### config.mk
export PLATFORM = sky130hd
export DESIGN_NAME = isbo_ctrl
export DESIGN_NICKNAME = d
export VERILOG_FILES = /design/src/rtl/isbo_pkg.sv /design/src/rtl/isbo_ctrl.sv
export SDC_FILE = /design/constraint.sdc
export NUM_CORES = 1
export LEC_CHECK = 0
export ABC_AREA = 0
export BUFFER_PORTS_ARGS = -buffer_cell sky130_fd_sc_hd__buf_2
export CAP_MARGIN = 20
export CORE_UTILIZATION = 40
export CTS_BUF_LIST = sky130_fd_sc_hd__clkbuf_4 sky130_fd_sc_hd__clkbuf_8
export CTS_CLUSTER_DIAMETER = 60
export DETAILED_ROUTE_END_ITERATION = 12
export GPL_TIMING_DRIVEN = 0
export PLACE_DENSITY = 0.71
export REMOVE_ABC_BUFFERS = 1
export SLEW_MARGIN = 20
export SYNTH_ARGS = -nofsm -noshare
export SYNTH_HDL_FRONTEND = slang
export SYNTH_SLANG_ARGS = --single-unit
### constraint.sdc
create_clock -name i_clk -period 2.2 [get_ports i_clk]
set_input_delay 0.44 -clock i_clk [delete_from_list [all_inputs] [get_ports i_clk]]
set_output_delay 0.44 -clock i_clk [all_outputs]
set_load 0.01 [all_outputs]
### src/rtl/isbo_pkg.sv
// Shared constants, types and control structures for the integer stack unit.
`default_nettype none
package isbo_pkg;

    localparam int DEPTH  = 256;
    localparam int DATA_W = 32;
    localparam int POS_W  = 12;
    localparam int CMD_W  = 3;
    localparam int STAT_W = 3;
    localparam int FILL_W = 9;
    localparam int ADDR_W = $clog2(DEPTH);
    localparam int CNT_W  = $clog2(DEPTH + 1);
    localparam int CMP_W  = (POS_W > CNT_W) ? POS_W : CNT_W;
    localparam int DIV_CNT_W = $clog2(DATA_W + 1);

    typedef logic [DATA_W-1:0]    t_data;
    typedef logic [ADDR_W-1:0]    t_addr;
    typedef logic [CNT_W-1:0]     t_cnt;
    typedef logic [CMP_W-1:0]     t_cmp;
    typedef logic [FILL_W-1:0]    t_fill;
    typedef logic [POS_W-1:0]     t_pos;
    typedef logic [DIV_CNT_W-1:0] t_divcnt;

    typedef enum logic [CMD_W-1:0] {
        CMD_PUSH = 3'd0,
        CMD_POP  = 3'd1,
        CMD_READ = 3'd2,
        CMD_ADD  = 3'd3,
        CMD_MUL  = 3'd4,
        CMD_DIV  = 3'd5
    } t_cmd;

    typedef enum logic [STAT_W-1:0] {
        ST_OK      = 3'd0,
        ST_EMPTY   = 3'd1,
        ST_RANGE   = 3'd2,
        ST_DIVZERO = 3'd3,
        ST_FULL    = 3'd4
    } t_status;

    typedef enum logic [1:0] {
        RD_TOP   = 2'd0,
        RD_POS   = 2'd1,
        RD_SWEEP = 2'd2
    } t_rd_sel;

    typedef struct packed {
        logic    load;
        logic    rd_en;
        t_rd_sel rd_sel;
        logic    push_wr;
        logic    pop_dec;
        logic    sweep_clr;
        logic    calc;
        logic    sweep_wr;
        logic    capture;
        logic    st_ld;
        t_status status;
        logic    out_load;
    } t_dp_cmd;

    typedef struct packed {
        logic [CMD_W-1:0] cmd;
        logic             is_empty;
        logic             is_full;
        logic             pos_oor;
        logic             opnd_zero;
        logic             sweep_last;
        logic             div_done;
        logic             out_free;
    } t_dp_stat;

endpackage
`default_nettype wire

### src/rtl/isbo_ctrl.sv
// Command sequencer for the integer stack unit.
`default_nettype none
module isbo_ctrl (
    input  wire logic               i_clk,
    input  wire logic               i_rst_n,
    input  wire logic               i_valid,
    output logic                    o_stall,
    input  wire isbo_pkg::t_dp_stat i_stat,
    output isbo_pkg::t_dp_cmd       o_cmd
);

    typedef enum logic [7:0] {
        S_IDLE  = 8'b0000_0001,
        S_DEC   = 8'b0000_0010,
        S_MRD   = 8'b0000_0100,
        S_BRD   = 8'b0000_1000,
        S_BCALC = 8'b0001_0000,
        S_BWAIT = 8'b0010_0000,
        S_BWR   = 8'b0100_0000,
        S_DONE  = 8'b1000_0000
    } t_state;

    t_state r_state;
    t_state n_state;

    always_comb begin
        n_state = r_state;
        o_cmd   = '0;
        unique case (r_state)
            S_IDLE: begin
                if (i_valid) begin
                    o_cmd.load = 1'b1;
                    n_state    = S_DEC;
                end
            end
            S_DEC: begin
                o_cmd.st_ld  = 1'b1;
                o_cmd.status = isbo_pkg::ST_OK;
                n_state      = S_DONE;
                unique case (i_stat.cmd)
                    isbo_pkg::CMD_PUSH: begin
                        if (i_stat.is_full) begin
                            o_cmd.status = isbo_pkg::ST_FULL;
                        end else begin
                            o_cmd.push_wr = 1'b1;
                        end
                    end
                    isbo_pkg::CMD_POP: begin
                        if (i_stat.is_empty) begin
                            o_cmd.status = isbo_pkg::ST_EMPTY;
                        end else begin
                            o_cmd.rd_en   = 1'b1;
                            o_cmd.rd_sel  = isbo_pkg::RD_TOP;
                            o_cmd.pop_dec = 1'b1;
                            n_state       = S_MRD;
                        end
                    end
                    isbo_pkg::CMD_READ: begin
                        if (i_stat.pos_oor) begin
                            o_cmd.status = isbo_pkg::ST_RANGE;
                        end else begin
                            o_cmd.rd_en  = 1'b1;
                            o_cmd.rd_sel = isbo_pkg::RD_POS;
                            n_state      = S_MRD;
                        end
                    end
                    isbo_pkg::CMD_ADD, isbo_pkg::CMD_MUL: begin
                        if (!i_stat.is_empty) begin
                            o_cmd.sweep_clr = 1'b1;
                            n_state         = S_BRD;
                        end
                    end
                    isbo_pkg::CMD_DIV: begin
                        if (i_stat.opnd_zero) begin
                            o_cmd.status = isbo_pkg::ST_DIVZERO;
                        end else if (!i_stat.is_empty) begin
                            o_cmd.sweep_clr = 1'b1;
                            n_state         = S_BRD;
                        end
                    end
                    default: begin
                        n_state = S_DONE;
                    end
                endcase
            end
            S_MRD: begin
                o_cmd.capture = 1'b1;
                n_state       = S_DONE;
            end
            S_BRD: begin
                o_cmd.rd_en  = 1'b1;
                o_cmd.rd_sel = isbo_pkg::RD_SWEEP;
                n_state      = S_BCALC;
            end
            S_BCALC: begin
                o_cmd.calc = 1'b1;
                n_state    = (i_stat.cmd == isbo_pkg::CMD_DIV) ? S_BWAIT : S_BWR;
            end
            S_BWAIT: begin
                if (i_stat.div_done) begin
                    n_state = S_BWR;
                end
            end
            S_BWR: begin
                o_cmd.sweep_wr = 1'b1;
                n_state        = i_stat.sweep_last ? S_DONE : S_BRD;
            end
            S_DONE: begin
                if (i_stat.out_free) begin
                    o_cmd.out_load = 1'b1;
                    n_state        = S_IDLE;
                end
            end
            default: begin
                n_state = S_IDLE;
            end
        endcase
    end

    always_ff @(posedge i_clk) begin
        if (!i_rst_n) begin
            r_state <= S_IDLE;
        end else begin
            r_state <= n_state;
        end
    end

    assign o_stall = (r_state != S_IDLE) || !i_rst_n;

    a_div_in_wait: assert property (@(posedge i_clk) disable iff (!i_rst_n)
        i_stat.div_done |-> r_state == S_BWAIT)
        else $error("divider completed outside a divide sweep");
    a_out_free: assert property (@(posedge i_clk) disable iff (!i_rst_n)
        o_cmd.out_load |-> i_stat.out_free)
        else $error("result register overwritten while occupied");
    a_one_write: assert property (@(posedge i_clk) disable iff (!i_rst_n)
        $onehot0({o_cmd.push_wr, o_cmd.sweep_wr}))
        else $error("two writes to the entry memory in one cycle");

endmodule
`default_nettype wire
# == Yosys cells after proc, flatten, opt, wreduce, memory -nomap -nowiden ==
# Cells that the tools add are included.
# word_totals
ff_bits,8
input_bits,13
output_inout_bits,16
elab_cells,58
# classes
n_eq_ne,17
n_mux,35
n_reduce_logical,5
# op_table
cell,count
8-bit two-way mux,8
8-bit one-hot mux with 8 select lines,1
8-bit one-hot mux with 4 select lines,1
1-bit two-way mux,13
3-bit two-way mux,4
3-bit one-hot mux with 2 select lines,2
3-bit one-hot mux with 4 select lines,1
"8-bit by 1-bit == test with 1-bit output, second input constant",1
"8-bit by 2-bit == test with 1-bit output, second input constant",1
"8-bit by 3-bit == test with 1-bit output, second input constant",1
"8-bit by 4-bit == test with 1-bit output, second input constant",1
"8-bit by 5-bit == test with 1-bit output, second input constant",1
"8-bit by 6-bit == test with 1-bit output, second input constant",1
"8-bit by 7-bit == test with 1-bit output, second input constant",1
"8-bit == test, second input constant",1
"8-bit by 1-bit inequality test with 1-bit output, second input constant",1
7-bit two-way mux,1
"3-bit by 2-bit == test with 1-bit output, second input constant",2
"3-bit == test, second input constant",2
"2-bit inequality test, second input constant",3
2-bit two-way mux,2
4-bit two-way mux,1
"3-bit by 1-bit == test with 1-bit output, second input constant",1
3-bit logical NOT,1
other kinds (5),5

# == Depth between registers and ports, before layout ==
# Gate-level depths: netlist of the first run.
# logic_depth
depth_word,4
depth_mapped,5
ltp_nobuf,5

# == Worst setup path after synthesis of the first run ==
# Ideal clock, no wire load.
# synth_path
path_kind,reg2out
startpoint,register r_state[4]
endpoint,output port o_cmd[10] in the netlist's numbering
t_arrival_ns,1.484
t_required_ns,1.760
path_slack_ns,0.276
stages_incl_launch_ff,5
n_path_buf,0
path_cell_list,dfxtp_1 nor4_1 nand3_1 nor4_1 nor2b_1
# synth_rtl
element,line,rtl
"start, declared",isbo_ctrl.sv:23,t_state r_state;
"start signal, assigned",isbo_ctrl.sv:124,r_state <= n_state;
"end, declared",isbo_ctrl.sv:9,output isbo_pkg::t_dp_cmd o_cmd

==> results_dict.tcl, run 1 <==
set metrics [dict create \
    critPathKind "reg2out" \
    antennaDiodeCount 0 \
    ys_top_cells_by_count "dfxtp_1, nor2_1, inv_1, nand2b_1" \
    postSynth.asyncResetShare_pct 0 \
    syn_to_final_growth_pct 42.2 \
    fillCellCount 130 \
    synth.cell_area_um2 596 \
    p_sw_uw 100 \
    p_leak_uw 0.000404 \
    arrival_ns 1.66 \
    synth-edff-count 0 \
    vias 690 \
    outcome "finished clean" \
    grt_use_total_pct 20.2 \
    core_area_um2 1350 \
    p_int_uw 251 \
    cts_tree "done" \
    fmaxAchievable_mhz 475 \
    finalHoldViolations 0 \
    grt-busiest-layer "met2" \
    ant_nets 0 \
    seq_area_frac_synth_pct 26.9 \
    fin_skew_ns 0.00636 \
    tightest_slew_ns 0.341 \
    maxCapViolCount 0 \
    remaining_drc_errors 0 \
    largest_reg_flops 8 \
    grt_max_degree 10 \
    ir_worst_vdd_uv 207 \
    power_frac_seq_pct 43.7 \
    yosys_warnings 0 \
    grt_util_met2_pct 35.3 \
    max_slew_margin_pct 77.1 \
    worstPathMaxFanout 5 \
    synthFlopType "dfxtp_1" \
    dp_hpwl_um 1210 \
    synth.largest_area_cell "dfxtp_1" \
    drt_wl_total_um 1500 \
    synth.avg_cell_area_um2 7.54 \
    globalplace.congestion 0.670 \
    die-area_um2 1650 \
    start_util_pct 44.1 \
    cp.required_ns 1.76 \
    synth.distinct_cells 31 \
    antenna_found_initial 0 \
    p_total_uw 351 \
    fin_crit_ns 2.10 \
    holdWs_ns 0.434 \
    avgRoutedWirePerCell_um 12.0 \
    min_path_type "in2reg" \
    numCtsBuffers 3 \
    switching_share_pct 28.5 \
    p_clk_share_pct 32.1 \
    die_x_um 40.6 \
    cp-end-kind "primary output" \
    power_density_nw_per_um2 415 \
    top_register "r_state" \
    port-buffer-count 28 \
    clk_pin_slew_ns 0.06 \
    grt_pass1_wl_um 2190 \
    drt_iter0_markers 9 \
    hold_buffers 0 \
    rsz0062_at_grt "yes" \
    slew_violations 0 \
    min_period_over_period_pct 95.6 \
    die_y_um 40.6 \
    setup_viol 0 \
    grtUsageMet1_pct 23.3 \
    overflow 0 \
    met3_usage_pct 3.33 \
    p_comb_share_pct 24.2 \
    nNetsFinal 125 \
    synthCells 79 \
    dr.pass1.iters 4 \
    cts_buffer_depth 2 \
    io_pins 29 \
    row_count 13 \
    grt_pass1_vias 530 \
    clock_latency_ns 0.25 \
    ys_seq_elements 8 \
    top_regs "r_state: 8 flops" \
    netlist_top_cells_area "dfxtp_1, nand2b_1, nor4_1" \
    cts-root-buf "clkbuf_4" \
    cts-htree-levels 1 \
    via_per_inst 5.52 \
    yosysTopAreaCellShare_pct 26.9 \
    critical_path.startpoint_type "flip-flop" \
    drive_above_1_share_pct 40.0 \
    finalSetupTns_ns 0 \
    cts_sinks 8 \
]
==> metal layers <==
layer,vias up,part of all wire [%]
met5,-,0
met4,0,0.80
met3,2,3.3
met2,22,50
met1,308,46
li1,358,-
==> power by group through the flow <==
stage | Clock [uW] | Sequential, uW | Combinational [uW]
5_1_grt | 129 | 154 | 94.1
6_report | 113 | 154 | 85.0
2_1_floorplan | 0 | 155 | 48.5
3_5_place_dp | 0 | 156 | 78.2
4_1_cts | 115 | 154 | 79.5
3_3_place_gp | 0 | 156 | 76.4
==> stage by stage <==
stage          std cells  utilization, %  cell area, um2  setup WS, ns
6_report             125            62.7             847        0.0961
3_3_place_gp         121            55.6             751       -0.0260
2_1_floorplan         78               -             592         0.276
3_5_place_dp         121            55.6             751        -0.101
5_1_grt              125            62.7             847       -0.0158
4_1_cts              124            59.2             800       -0.0349
==> cell families (layout without fill, tap and decap cells) <==
group	after synthesis	after routing	share of synthesized area, %
buffers and inverters	7	38	4.41
and+or+nand+nor	48	48	49.8
DFF	8	8	26.9
muxes	1	1	1.68
AOI/OAI and AO/OA	15	15	17.2
==> critical path, stage by stage, from the launching register on <==
cell and delay [ns]:
dfxtp_1 0.38, nor4_4 0.35, buf_4 0.18, and4b_2 0.26
and2_1 0.12, buf_2 0.12
==> final timing paths <==
| check | start | endpoint | slack [ns] | cells past startpoint |
|---|---|---|---|---|
| max | r_state[5] | o_cmd[14] | 0.1 | 5 |
| min | i_rst_n | r_state[1] | 0.43 | 3 |
| max reg2reg | r_state[0] | r_state[0] | 0.19 | 5 |
| min reg2reg | r_state[3] | r_state[4] | 0.62 | 2 |
==> what timing repair did <==
| item | in CTS | in global routing |
|---|---|---|
| gates resized for setup | 4 | 7 |
| endpoints found under the setup margin | 11 | 6 |
| pin swaps | 1 | 2 |
| buffers inserted | 0 | 1 |
| cloned | 0 | 0 |
| endpoints found under the hold margin | 0 | 0 |
==> cells in the final DEF, fill, tap and decap left out, drive strengths merged <==
cell and count:
a211oi 2, a21o 1, a21oi 5, a32oi 1, and2 4, and2b 1
and4b 2, buf 29, clkbuf 3, dfxtp 8, inv 6, mux2i 1
nand2 5, nand2b 6, nand3 1, nand3b 2, nand4b 2, nand4bb 1
nor2 8, nor2b 2, nor3 5, nor4 5, o211ai 1, o21ai 2
o21ba 1, o22a 1, o311a 1, or2b 1, or3 2, or4 1
==> final cells by class <==
class	instances	area [um2]	area share, %
clock buffers	3	22.5	2.66
inverters	6	22.5	2.66
multi-input cells	64	474	56.0
flip-flops and latches	8	161	19.1
well taps	15	18.8	2.22
repair buffers	29	148	17.4
Note: power is estimated with default switching activity, not from simulation.
==> run 2, diff against run 1 <==
--- a/config.mk
+++ b/config.mk
@@ -8,12 +8,15 @@
 export ABC_AREA = 0
 export BUFFER_PORTS_ARGS = -buffer_cell sky130_fd_sc_hd__buf_2
 export CAP_MARGIN = 20
-export CORE_UTILIZATION = 40
+export CELL_PAD_IN_SITES_DETAIL_PLACEMENT = 2
+export CELL_PAD_IN_SITES_GLOBAL_PLACEMENT = 2
+export CORE_ASPECT_RATIO = 1.75
+export CORE_UTILIZATION = 24
 export CTS_BUF_LIST = sky130_fd_sc_hd__clkbuf_4 sky130_fd_sc_hd__clkbuf_8
 export CTS_CLUSTER_DIAMETER = 60
 export DETAILED_ROUTE_END_ITERATION = 12
 export GPL_TIMING_DRIVEN = 0
-export PLACE_DENSITY = 0.71
+export PLACE_DENSITY_LB_ADDON = 0.1
 export REMOVE_ABC_BUFFERS = 1
 export SLEW_MARGIN = 20
 export SYNTH_ARGS = -nofsm -noshare
==> results_dict.tcl, run 2 (synthesized netlist as in run 1, its figures left out) <==
set metrics [dict create \
    outcome "finished clean" \
    power_density_nw_per_um2 474 \
    crit_slowest_cell "or4_4" \
    drt_wl_total_um 2170 \
    tightest_slew_ns 0.370 \
    hold_depth 3 \
    dr.pass1.iters 3 \
    top_register "r_state" \
    start_util_pct 25.6 \
    max_slew_margin_pct 75.1 \
    most-common-layout-cells "buf_2, nor2_1, inv_1, nand2b_1, dfxtp_1" \
    min_path_type "in2reg" \
    row_count 23 \
    antennaDiodeCount 0 \
    arrival_ns 1.69 \
    setup_viol 0 \
    grt_use_total_pct 18.5 \
    largest_reg_flops 8 \
    remaining_drc_errors 0 \
    die_y_um 67.9 \
    vias 746 \
    p_leak_uw 0.000419 \
    fin_area_um2 883 \
    crit_buf_inv 1 \
    ir_worst_vdd_uv 172 \
    clk_pin_slew_ns 0.04 \
    overflow 0 \
    slew_violations 0 \
    placed_cells 131 \
    path_depth 3 \
    cp-end-kind "primary output" \
    setup_ws_ns 0.0711 \
    drive_above_1_share_pct 41.1 \
    crit_chain "or4_4, nor4_4, buf_2" \
    slowest_delay_ns 0.59 \
    rsz0062_at_grt "no" \
    fin_crit_ns 2.13 \
    cts_sinks 8 \
    antenna_found_initial 0 \
    nNetsFinal 127 \
    grt_pass1_vias 755 \
    die-area_um2 2690 \
    fmaxAchievable_mhz 470 \
    cts-root-buf "clkbuf_8" \
    min_period_over_period_pct 96.8 \
    cts-htree-levels 1 \
    grt_pass1_wl_um 3330 \
    syn_to_final_growth_pct 48.3 \
    clock_latency_ns 0.23 \
    core_area_um2 2330 \
    grt_max_degree 10 \
    maxCapViolCount 0 \
    cp.required_ns 1.76 \
    cts_buffer_depth 2 \
    die_x_um 39.7 \
    fin_cells 137 \
    via_per_inst 5.45 \
    rr_worst_depth 5 \
    ant_nets 0 \
    drt_iter0_markers 5 \
    critical_path.startpoint_type "flip-flop" \
    worstPathMaxFanout 4 \
    globalplace.congestion 0.642 \
    place_ws_ns -0.263 \
    top_regs "r_state: 8 flops" \
    port-buffer-count 28 \
    fin_skew_ns 0.00181 \
    critPathKind "reg2out" \
    timing.critical_path.max_delay_family "simple AND/OR/NAND/NOR gates" \
    io_pins 29 \
    cts_tree "done" \
    finalHoldViolations 0 \
    hold_buffers 0 \
    dp_hpwl_um 1680 \
    finalSetupTns_ns 0 \
    avgRoutedWirePerCell_um 15.8 \
    numCtsBuffers 3 \
    place_area_um2 763 \
    layout_commonest_cell "buf_2" \
]
==> run 2: final timing paths <==
kind                   start          to  slack [ns]
setup / recovery  r_state[0]    o_cmd[6]        0.07
hold / removal       i_rst_n  r_state[1]        0.48
setup reg to reg  r_state[0]  r_state[0]        0.13
hold reg to reg   r_state[2]  r_state[7]        0.65
==> run 2: where the power goes <==
group	internal [uW]	switching, uW	total [uW]
registers	150	4.44	155
logic	39.9	49.4	89.2
clock network	118	56.8	175
total	308	111	419
==> run 2: worst reg2reg max path: cells and delay by family (launching register included) <==
family	cells	cell delay, ns
flops	1	0.32
simple gates	3	1.32
compound gates	2	0.33
==> run 2: cell type report <==
class	count	area, um2
Clock buffer	3	41.3
Fill cell	281	1450
Inverter	6	22.5
Multi-Input combinational cell	64	463
Sequential cell	8	163
Tap cell	25	31.3
Timing Repair Buffer	31	163
==> run 2: metrics by stage <==
step	hold slack (ns)	utilization, %	power [uW]
2_1_floorplan	0.529	-	204
3_3_place_gp	0.632	32.7	237
3_5_place_dp	0.642	32.7	240
4_1_cts	0.487	36.7	420
5_1_grt	0.490	37.9	438
6_report	0.481	37.9	419
==> run 2: timing repair <==
action,4_1_cts,5_1_grt
setup buffers,1,2
pin swaps,1,2
resized for setup,6,4
endpoints found under the setup margin,14,5
==> run 2: routing by layer <==
metal / GRT usage [%] / up-vias / part of all wire [%]
met5: 0 / - / 0
met4: 11.6 / 0 / 2.8
met3: 1.95 / 5 / 2.3
met2: 37.5 / 23 / 62
met1: 14.7 / 364 / 33
li1: - / 354 / -
